--- config.mk ---
export PLATFORM = sky130hd
export DESIGN_NAME = point_drive_pd_controller
export DESIGN_NICKNAME = d
export VERILOG_FILES = /design/src/sv/pdc_pkg.sv /design/src/sv/point_drive_pd_controller.sv /design/src/sv/pdc_ctrl.sv /design/src/sv/pdc_dp.sv
export SDC_FILE = /design/constraint.sdc
export NUM_CORES = 2
export LEC_CHECK = 0
export CAP_MARGIN = 25
export CORE_ASPECT_RATIO = 1.4
export CORE_MARGIN = 3
export CORE_UTILIZATION = 45
export CTS_CLUSTER_DIAMETER = 80
export DETAILED_ROUTE_END_ITERATION = 6
export DONT_BUFFER_PORTS = 1
export GPL_TIMING_DRIVEN = 0
export PLACE_DENSITY_LB_ADDON = 0.05
export SYNTH_ARGS = -nofsm -noshare
export SYNTH_HDL_FRONTEND = slang
export SYNTH_SLANG_ARGS = --single-unit
--- constraint.sdc ---
create_clock -name i_clk -period 27.6 [get_ports i_clk]
set_input_delay 0 -clock i_clk [delete_from_list [all_inputs] [get_ports i_clk]]
set_output_delay 0 -clock i_clk [all_outputs]
set_load 0.02 [all_outputs]
--- src/sv/pdc_pkg.sv ---
package pdc_pkg;

    localparam int ITER_W = 5;
    localparam int ATAN_LEN = 24;

    localparam logic [2:0] CFG_TARGET_X = 3'd0;
    localparam logic [2:0] CFG_TARGET_Y = 3'd1;
    localparam logic [2:0] CFG_MAX_DRIVE = 3'd2;
    localparam logic [2:0] CFG_HEAD_OFS = 3'd3;
    localparam logic [2:0] CFG_TOLERANCE = 3'd4;
    localparam logic [2:0] CFG_USE_PISTON = 3'd5;

    localparam logic [1:0] STAT_RUNNING = 2'd0;
    localparam logic [1:0] STAT_REACHED = 2'd1;
    localparam logic [1:0] STAT_TIMEOUT = 2'd2;
    localparam logic [1:0] STAT_IDLE = 2'd3;

    typedef enum logic [3:0] {
        S_IDLE,
        S_CORDIC,
        S_MAG,
        S_WRAP,
        S_MIX,
        S_SCL_L,
        S_CLP_L,
        S_SCL_R,
        S_CLP_R,
        S_DONE
    } t_state;

    typedef struct packed {
        logic              load;
        logic              cstep;
        logic [ITER_W-1:0] iter;
        logic              mag;
        logic              wrap;
        logic              mix;
        logic              scale;
        logic              clampw;
        logic              sel;
        logic              commit;
    } t_cmd;

    typedef struct packed {
        logic wrap_done;
    } t_stat;

    function automatic logic [19:0] atan_val(input logic [ITER_W-1:0] idx);
        logic [19:0] v;
        unique case (idx)
            5'd0: v = 20'd737280;
            5'd1: v = 20'd435242;
            5'd2: v = 20'd229970;
            5'd3: v = 20'd116736;
            5'd4: v = 20'd58595;
            5'd5: v = 20'd29326;
            5'd6: v = 20'd14667;
            5'd7: v = 20'd7334;
            5'd8: v = 20'd3667;
            5'd9: v = 20'd1833;
            5'd10: v = 20'd917;
            5'd11: v = 20'd458;
            5'd12: v = 20'd229;
            5'd13: v = 20'd115;
            5'd14: v = 20'd57;
            5'd15: v = 20'd29;
            5'd16: v = 20'd14;
            5'd17: v = 20'd7;
            5'd18: v = 20'd4;
            5'd19: v = 20'd2;
            5'd20: v = 20'd1;
            default: v = 20'd0;
        endcase
        return v;
    endfunction

endpackage

--- src/sv/point_drive_pd_controller.sv ---
// Go-to-point PD drive controller for a differential-drive robot.
// The input channel (i_valid/o_ready) carries one control tick: a start flag,
// the robot position and its compass heading. Each accepted tick yields
// exactly one result transfer on the output channel (o_valid/i_ready) with
// the left and right drive values, the piston latch and the run status.
// The goal, drive limit, heading offset, tolerance and piston enable are
// written through i_cfg_we/i_cfg_idx/i_cfg_data; the user must do so only
// while no tick is in flight, as the block itself leaves this to the user.
// A tick passes through the shared CORDIC rotator (16 steps by default),
// one iteration per cycle, followed by the angle wrap (one subtraction
// per cycle) and one shared scaling multiplier used for both drives in turn.
// One tick is processed at a time; o_ready is high whenever the datapath is
// free, even while the previous result still waits in the output register.
// If the receiver stalls, the finished tick waits until that register frees.
// After reset the configuration takes its default values, the run is idle,
// the piston latch is clear and the block is ready for a tick.
module point_drive_pd_controller #(
    parameter int TICK_MS = 20,
    parameter int CORDIC_STEPS = 16
) (
    input  logic               i_clk,
    input  logic               i_rst_n,
    input  logic               i_valid,
    output logic               o_ready,
    input  logic               i_start_run,
    input  logic signed [15:0] i_pos_x,
    input  logic signed [15:0] i_pos_y,
    input  logic [14:0]        i_heading,
    output logic               o_valid,
    input  logic               i_ready,
    output logic signed [14:0] o_left_drive,
    output logic signed [14:0] o_right_drive,
    output logic               o_piston_out,
    output logic [1:0]         o_run_status,
    input  logic               i_cfg_we,
    input  logic [2:0]         i_cfg_idx,
    input  logic [15:0]        i_cfg_data
);
    import pdc_pkg::*;

    t_cmd  cmd;
    t_stat stat;

    pdc_ctrl #(
        .CORDIC_STEPS(CORDIC_STEPS)
    ) u_ctrl (
        .i_clk   (i_clk),
        .i_rst_n (i_rst_n),
        .i_valid (i_valid),
        .o_ready (o_ready),
        .o_valid (o_valid),
        .i_ready (i_ready),
        .i_stat  (stat),
        .o_cmd   (cmd)
    );

    pdc_dp #(
        .TICK_MS(TICK_MS)
    ) u_dp (
        .i_clk         (i_clk),
        .i_rst_n       (i_rst_n),
        .i_cfg_we      (i_cfg_we),
        .i_cfg_idx     (i_cfg_idx),
        .i_cfg_data    (i_cfg_data),
        .i_start_run   (i_start_run),
        .i_pos_x       (i_pos_x),
        .i_pos_y       (i_pos_y),
        .i_heading     (i_heading),
        .i_cmd         (cmd),
        .o_stat        (stat),
        .o_left_drive  (o_left_drive),
        .o_right_drive (o_right_drive),
        .o_piston_out  (o_piston_out),
        .o_run_status  (o_run_status)
    );

`ifndef SYNTHESIS
    a_busy_after_accept: assert property (@(posedge i_clk) disable iff (!i_rst_n)
        (i_valid && o_ready) |=> !o_ready)
        else $error("Block accepted a tick while one was in flight.");

    a_stopped_drives_zero: assert property (@(posedge i_clk) disable iff (!i_rst_n)
        (o_valid && (o_run_status != STAT_RUNNING)) |->
        (o_left_drive == 15'sd0 && o_right_drive == 15'sd0))
        else $error("Nonzero drive reported outside a running tick.");
`endif

endmodule

--- src/sv/pdc_ctrl.sv ---
module pdc_ctrl #(
    parameter int CORDIC_STEPS = 16
) (
    input  logic          i_clk,
    input  logic          i_rst_n,
    input  logic          i_valid,
    output logic          o_ready,
    output logic          o_valid,
    input  logic          i_ready,
    input  pdc_pkg::t_stat i_stat,
    output pdc_pkg::t_cmd  o_cmd
);
    import pdc_pkg::*;

    localparam logic [ITER_W-1:0] LAST_ITER = ITER_W'(CORDIC_STEPS - 1);

    t_state            r_state, n_state;
    logic [ITER_W-1:0] r_iter, n_iter;
    logic              r_out_valid, n_out_valid;

    always_ff @(posedge i_clk) begin
        if (!i_rst_n) begin
            r_state <= S_IDLE;
            r_iter <= '0;
            r_out_valid <= 1'b0;
        end else begin
            r_state <= n_state;
            r_iter <= n_iter;
            r_out_valid <= n_out_valid;
        end
    end

    always_comb begin
        n_state = r_state;
        n_iter = r_iter;
        n_out_valid = r_out_valid && !i_ready;
        o_cmd = '0;
        o_cmd.iter = r_iter;
        o_ready = 1'b0;
        unique case (r_state)
            S_IDLE: begin
                o_ready = 1'b1;
                if (i_valid) begin
                    o_cmd.load = 1'b1;
                    n_iter = '0;
                    n_state = S_CORDIC;
                end
            end
            S_CORDIC: begin
                o_cmd.cstep = 1'b1;
                n_iter = r_iter + 1'b1;
                if (r_iter == LAST_ITER) begin
                    n_state = S_MAG;
                end
            end
            S_MAG: begin
                o_cmd.mag = 1'b1;
                n_state = S_WRAP;
            end
            S_WRAP: begin
                o_cmd.wrap = 1'b1;
                if (i_stat.wrap_done) begin
                    n_state = S_MIX;
                end
            end
            S_MIX: begin
                o_cmd.mix = 1'b1;
                n_state = S_SCL_L;
            end
            S_SCL_L: begin
                o_cmd.scale = 1'b1;
                n_state = S_CLP_L;
            end
            S_CLP_L: begin
                o_cmd.clampw = 1'b1;
                n_state = S_SCL_R;
            end
            S_SCL_R: begin
                o_cmd.scale = 1'b1;
                o_cmd.sel = 1'b1;
                n_state = S_CLP_R;
            end
            S_CLP_R: begin
                o_cmd.clampw = 1'b1;
                o_cmd.sel = 1'b1;
                n_state = S_DONE;
            end
            S_DONE: begin
                if (!r_out_valid || i_ready) begin
                    o_cmd.commit = 1'b1;
                    n_out_valid = 1'b1;
                    n_state = S_IDLE;
                end
            end
            default: begin
                n_state = S_IDLE;
            end
        endcase
    end

    assign o_valid = r_out_valid;

endmodule

--- src/sv/pdc_dp.sv ---
module pdc_dp #(
    parameter int TICK_MS = 20
) (
    input  logic                i_clk,
    input  logic                i_rst_n,
    input  logic                i_cfg_we,
    input  logic [2:0]          i_cfg_idx,
    input  logic [15:0]         i_cfg_data,
    input  logic                i_start_run,
    input  logic signed [15:0]  i_pos_x,
    input  logic signed [15:0]  i_pos_y,
    input  logic [14:0]         i_heading,
    input  pdc_pkg::t_cmd       i_cmd,
    output pdc_pkg::t_stat      o_stat,
    output logic signed [14:0]  o_left_drive,
    output logic signed [14:0]  o_right_drive,
    output logic                o_piston_out,
    output logic [1:0]          o_run_status
);
    import pdc_pkg::*;

    localparam int TICK_MULT = TICK_MS * 64;
    localparam logic signed [24:0] FINE_180 = 25'sd2949120;
    localparam logic [27:0] RECIP_625 = 28'd219902326;

    logic signed [15:0] r_tx, r_ty, r_hofs;
    logic [13:0]        r_maxd;
    logic [11:0]        r_tol;
    logic               r_usep;

    logic [15:0]        r_pd, r_sd;
    logic signed [15:0] r_ph;
    logic [11:0]        r_tc;
    logic               r_active, r_piston;

    logic               r_start, r_zero;
    logic [14:0]        r_hd;
    logic signed [29:0] r_x, r_y;
    logic signed [24:0] r_z;
    logic [44:0]        r_magp;
    logic [17:0]        r_wrap;
    logic [15:0]        r_d;
    logic signed [27:0] r_sa, r_sb;
    logic [55:0]        r_prod;
    logic               r_neg;
    logic signed [14:0] r_left, r_right;

    logic signed [14:0] r_o_left, r_o_right;
    logic               r_o_piston;
    logic [1:0]         r_o_status;

    logic signed [17:0] dx, dy;
    logic signed [29:0] x0, y0, xs, ys;
    logic signed [24:0] zr, atan_s;
    logic [45:0]        mag_sum;
    logic [15:0]        mag_d;
    logic signed [16:0] bearing;
    logic signed [19:0] wrap0;
    logic signed [15:0] h;
    logic [15:0]        pd_e;
    logic signed [15:0] ph_e;
    logic signed [27:0] base, turn, s_cur, a_cur;
    logic [27:0]        n_cur;
    logic [18:0]        q;
    logic [13:0]        q_cl;
    logic signed [14:0] drv;
    logic               reverse;
    logic [15:0]        sd_e;
    logic [11:0]        tc_e;
    logic               act_e, tmo;
    logic [31:0]        tmo_lhs, tmo_rhs;

    assign reverse = (r_hofs == 16'sd11520);

    always_comb begin
        dx = 18'(r_tx) - 18'(i_pos_x);
        dy = -18'(r_ty) - 18'(i_pos_y);
        x0 = {{4{dx[17]}}, dx, 8'd0};
        y0 = {{4{dy[17]}}, dy, 8'd0};
        xs = r_x >>> i_cmd.iter;
        ys = r_y >>> i_cmd.iter;
        atan_s = 25'(signed'({1'b0, atan_val(i_cmd.iter)}));

        mag_sum = {1'b0, r_magp} + 46'd8388608;
        if (r_zero) begin
            mag_d = '0;
        end else if (mag_sum[45:40] != '0) begin
            mag_d = 16'hFFFF;
        end else begin
            mag_d = mag_sum[39:24];
        end

        zr = r_zero ? 25'sd0 : r_z;
        bearing = 17'((zr + 25'sd128) >>> 8);
        wrap0 = 20'(bearing) + 20'(r_hofs) - 20'(signed'({1'b0, r_hd})) + 20'sd103680;

        h = 16'(signed'({1'b0, r_wrap})) - 16'sd11520;
        pd_e = r_start ? r_d : r_pd;
        ph_e = r_start ? h : r_ph;
        base = 28'sd303 * 28'(signed'({1'b0, r_d})) - 28'sd3 * 28'(signed'({1'b0, pd_e}));
        turn = 28'sd60 * 28'(h) - 28'sd10 * 28'(ph_e);

        s_cur = i_cmd.sel ? r_sb : r_sa;
        a_cur = s_cur[27] ? -s_cur : s_cur;
        n_cur = 28'(a_cur) * 28'd12 + 28'd312;

        q = r_prod[55:37];
        q_cl = (q > 19'(r_maxd)) ? r_maxd : q[13:0];
        drv = (r_neg ^ reverse) ? -15'(signed'({1'b0, q_cl})) : 15'(signed'({1'b0, q_cl}));

        sd_e = r_start ? r_d : r_sd;
        tc_e = r_start ? 12'd0 : r_tc;
        act_e = r_start || r_active;
        tmo_lhs = 32'(tc_e) * 32'(TICK_MULT);
        tmo_rhs = 32'd64000 + 32'(sd_e) * 32'd50;
        tmo = (tc_e == 12'hFFF) || (tmo_lhs > tmo_rhs);
    end

    assign o_stat.wrap_done = (r_wrap < 18'd23040);

    always_ff @(posedge i_clk) begin
        if (!i_rst_n) begin
            r_tx <= '0;
            r_ty <= '0;
            r_maxd <= 14'd12288;
            r_hofs <= '0;
            r_tol <= 12'd64;
            r_usep <= 1'b0;
        end else if (i_cfg_we) begin
            unique case (i_cfg_idx)
                CFG_TARGET_X: r_tx <= i_cfg_data;
                CFG_TARGET_Y: r_ty <= i_cfg_data;
                CFG_MAX_DRIVE: r_maxd <= i_cfg_data[13:0];
                CFG_HEAD_OFS: r_hofs <= i_cfg_data;
                CFG_TOLERANCE: r_tol <= i_cfg_data[11:0];
                CFG_USE_PISTON: r_usep <= i_cfg_data[0];
                default: ;
            endcase
        end
    end

    always_ff @(posedge i_clk) begin
        if (i_cmd.load) begin
            r_start <= i_start_run;
            r_hd <= i_heading;
            r_zero <= (dx == 18'sd0) && (dy == 18'sd0);
            if (x0 < 0) begin
                r_z <= (y0 >= 0) ? FINE_180 : -FINE_180;
                r_x <= -x0;
                r_y <= -y0;
            end else begin
                r_z <= '0;
                r_x <= x0;
                r_y <= y0;
            end
        end else if (i_cmd.cstep) begin
            if (r_y >= 0) begin
                r_x <= r_x + ys;
                r_y <= r_y - xs;
                r_z <= r_z + atan_s;
            end else begin
                r_x <= r_x - ys;
                r_y <= r_y + xs;
                r_z <= r_z - atan_s;
            end
        end
        if (i_cmd.mag) begin
            r_magp <= 45'(r_x[28:0]) * 45'd39797;
            r_wrap <= wrap0[17:0];
        end
        if (i_cmd.wrap) begin
            r_d <= mag_d;
            if (r_wrap >= 18'd23040) begin
                r_wrap <= r_wrap - 18'd23040;
            end
        end
        if (i_cmd.mix) begin
            r_sa <= reverse ? base + turn : base - turn;
            r_sb <= reverse ? base - turn : base + turn;
        end
        if (i_cmd.scale) begin
            r_prod <= 56'(n_cur) * 56'(RECIP_625);
            r_neg <= s_cur[27];
        end
        if (i_cmd.clampw) begin
            if (i_cmd.sel) begin
                r_right <= drv;
            end else begin
                r_left <= drv;
            end
        end
    end

    always_ff @(posedge i_clk) begin
        if (!i_rst_n) begin
            r_pd <= '0;
            r_ph <= '0;
            r_sd <= '0;
            r_tc <= '0;
            r_active <= 1'b0;
            r_piston <= 1'b0;
        end else if (i_cmd.commit) begin
            r_pd <= pd_e;
            r_ph <= ph_e;
            r_sd <= sd_e;
            r_tc <= tc_e;
            r_active <= act_e;
            if (act_e) begin
                if (tmo || (r_d <= 16'(r_tol))) begin
                    r_active <= 1'b0;
                end else begin
                    if (r_usep && (r_d <= 16'd1152)) begin
                        r_piston <= 1'b1;
                    end
                    r_pd <= r_d;
                    r_ph <= h;
                    if (tc_e != 12'hFFF) begin
                        r_tc <= tc_e + 1'b1;
                    end
                end
            end
        end
    end

    always_ff @(posedge i_clk) begin
        if (i_cmd.commit) begin
            r_o_left <= '0;
            r_o_right <= '0;
            r_o_piston <= r_piston;
            r_o_status <= STAT_IDLE;
            if (act_e) begin
                if (tmo) begin
                    r_o_status <= STAT_TIMEOUT;
                end else if (r_d <= 16'(r_tol)) begin
                    r_o_status <= STAT_REACHED;
                end else begin
                    r_o_status <= STAT_RUNNING;
                    r_o_left <= r_left;
                    r_o_right <= r_right;
                    r_o_piston <= r_piston || (r_usep && (r_d <= 16'd1152));
                end
            end
        end
    end

    assign o_left_drive = r_o_left;
    assign o_right_drive = r_o_right;
    assign o_piston_out = r_o_piston;
    assign o_run_status = r_o_status;

endmodule

==> impl_metrics.ini <==
[clocking]
clk-insertion-delay-late_ps = 680
root_buffer = sky130_fd_sc_hd__clkbuf_16
cts_tree = done
cts_sink_cnt = 460
cts.repair.resized = 0
post-cts-setup-buffer-count = 0
cts.htree.levels = 2
clk_pin_slew_ps = 60
tritoncts.num_buffers = 55
cts_hold_repair.buffers = 69
clock_path_buffers = 3

[drt]
routed_wirelength_um = 213000
drt_first_pass_iters = 6
avgViaCountPerCell = 5.46
detail_route.wl_per_cell_um = 21.9
routed-via-count = 53091
drt_iter0_drc = 2928
detail_route.drc_violations = 0
detail-route-antenna-nets = 0

[timing]
finalClockSkew_ps = 31.1
layout_worst_path_cycle_share = 0.522
finalSetupViolCount = 0
worst_pin_slew_ps = 1140
final_max_slew_viol_count = 0
grt_setup_unrepaired = false
relSlewSlack = 0.232
achievable-frequency_mhz = 69.4
finalSetupTns_ps = 0
timing.final.hold_violations = 0
final_period_minus_worst_setup_slack_ps = 14400
finalHoldWorstSlack_ps = 90.2

[die]
chipWidth_um = 334
design.die.area_um2 = 156000
core_area_um2 = 150000
fp-row-count = 168
start_util = 0.453
floorplan.die.height_um = 465
ioPinCount = 107

[hold_path]
timing.hold.worst.class = input pin to register

[setup_path]
critical_path.slowest_cell = sky130_fd_sc_hd__xor2_1
r2r_setup_slack_ps = 13200
cp-start-kind = register
worstPathRequired_ps = 28000
timing.critical_path.mode_cell = sky130_fd_sc_hd__fa_1
timing.critical_path.arrival_ps = 14800
worstSetupPathType = register to register
end_kind = register
peak_fanout_along_the_critical_path = 10
critical_path.max_stage_delay_ps = 750

[global_routing]
first_global_vias = 55210
initial_antenna_violation_count = 9
grt-ovfl-total = 0
grt_pass1_wl_um = 327000
grt_max_degree = 57
track_usage = 0.276

[place]
placedCellCount = 9531
placement.io_buffers = 0
place.detailed.hpwl_um = 178000
placer_congestion = 0.974

[logic_synthesis]
number_of_storage_elements_in_the_synthesis_netlist = 460
synth_area_leaders = sky130_fd_sc_hd__ha_1, sky130_fd_sc_hd__fa_1, sky130_fd_sc_hd__edfxtp_1, sky130_fd_sc_hd__inv_1, sky130_fd_sc_hd__dfxtp_1
syn-cell-area_um2 = 67800
mappedNetlistNets = 9240
synth_ff_type = sky130_fd_sc_hd__edfxtp_1
synth.lib_cells_used.distinct = 113
asyncSetResetFlopFracSynth = 0
synthesis.yosys.warnings = 0
synth_edf_count = 284
synthCells = 7544
syn_avg_cell_area_um2 = 8.99
synth-seq-area-share = 0.178
synth.largest_area_cell = sky130_fd_sc_hd__ha_1
post-synth-top-area-fraction = 0.186

[outcome]
result_of_the_run = finished clean

[finish]
areaGrowthSynthToFinish_pct = 8.11
layout-drive-gt1-share = 0.0429
nets = 9405
utilization_after_layout = 0.490
non_filler_cells_final = 9716

[job]
max-cap-violations = 0
-- cell usage in the layout (no fill, tap or decap), drive strengths merged, types with 73 or more instances in the layout --
cell type	n
inv	1394
ha	1007
fa	617
nand2	506
a21oi	504
nor2	486
xnor2	379
o21ai	343
edfxtp	284
clkbuf	205
xor2	179
dfxtp	176
mux2i	136
nand3	111
nor3	99
a21o	96
buf	78
and2	73
-- final cells by class --
type                            instances  area (um2)
Buffer                                181         722
Inverter                             1390        5220
Antenna cell                            6        15.0
Fill cell                           14538       76300
Multi-Input combinational cell       5513       49900
Clock buffer                           63        1450
Sequential cell                       460       12100
Tap cell                             1955        2450
Clock inverter                         40         368
Timing Repair Buffer                  108        1160
-- per-layer routing --
| metal | vias up | GRT usage | part of all wire | routed length, um |
|---|---|---|---|---|
| met5 | - | 0 | 0 | 0 |
| met4 | 0 | 0.125 | 0.055 | 11600 |
| met3 | 391 | 0.0304 | 0.036 | 7650 |
| met2 | 1079 | 0.518 | 0.52 | 111000 |
| met1 | 25955 | 0.311 | 0.39 | 82500 |
| li1 | 25666 | - | - | - |
-- flip-flops by register name, indices dropped and copies added (netlist names), 18 cells and up --
| register | cells |
|---|---|
| u_dp.r_sb | 27 |
| u_dp.r_prod | 19 |
| u_dp.r_y | 30 |
| u_dp.r_z | 25 |
| u_dp.r_x | 30 |
| u_dp.r_sa | 25 |
| u_dp.r_magp | 22 |
| u_dp.atan_s | 20 |
| u_dp.r_wrap | 18 |
-- worst max-delay path, delay by kind of cell, from the launching register on --
kind / cells / cell delay, ps
and+or+nand+nor: 8 / 2100
DFF: 1 / 490
xor gates and xnor gates: 5 / 1910
buffers and inverters: 8 / 1470
AOI/OAI and AO/OA: 19 / 4200
adders and majority gates: 8 / 3920
-- logic make-up after synthesis --
kind of cell	Yosys count	share of synthesized area
DFF	460	0.178
and+or+nand+nor	1647	0.114
AOI/OAI and AO/OA	1454	0.135
muxes	229	0.0445
xor gates and xnor gates	559	0.0734
adders and majority gates	1624	0.368
buffers and inverters	1571	0.0875
-- cells in the mapped netlist, drive strengths merged (65+ instances only) --
library cell / n
ha: 1007
xor2: 179
dfxtp: 176
mux2i: 136
a21oi: 504
a21o: 96
clkbuf: 140
nand3: 111
nand2b: 65
nand2: 506
and2: 73
xnor2: 379
inv: 1386
nor3: 99
nor2: 486
nor2b: 68
o21bai: 72
o21ai: 343
edfxtp: 284
fa: 617
-- path summary, 6_finish.rpt --
check / from / end / cells after the start
min: i_pos_x[2] / u_dp.r_x[10] / 5
max: u_ctrl.r_state[2] / u_dp.r_prod[55] / 48
min reg2reg: u_dp.r_tol[4] / u_dp.r_tol[4] / 2
max reg2reg: u_ctrl.r_state[2] / u_dp.r_prod[55] / 48
-- metrics by stage --
| step | instance area (um2) | worst slack (ps) |
|---|---|---|
| 5_1_grt | 73300 | 12210 |
| 3_3_place_gp | 70300 | 12280 |
| 6_report | 73300 | 13200 |
| 3_5_place_dp | 70700 | 13170 |
| 4_1_cts | 73200 | 13090 |
| 2_1_floorplan | 67800 | 15810 |
Power is left out: the tool's default activity adds up to more than one toggle a clock period on the data nets, which glitch-free logic cannot reach.
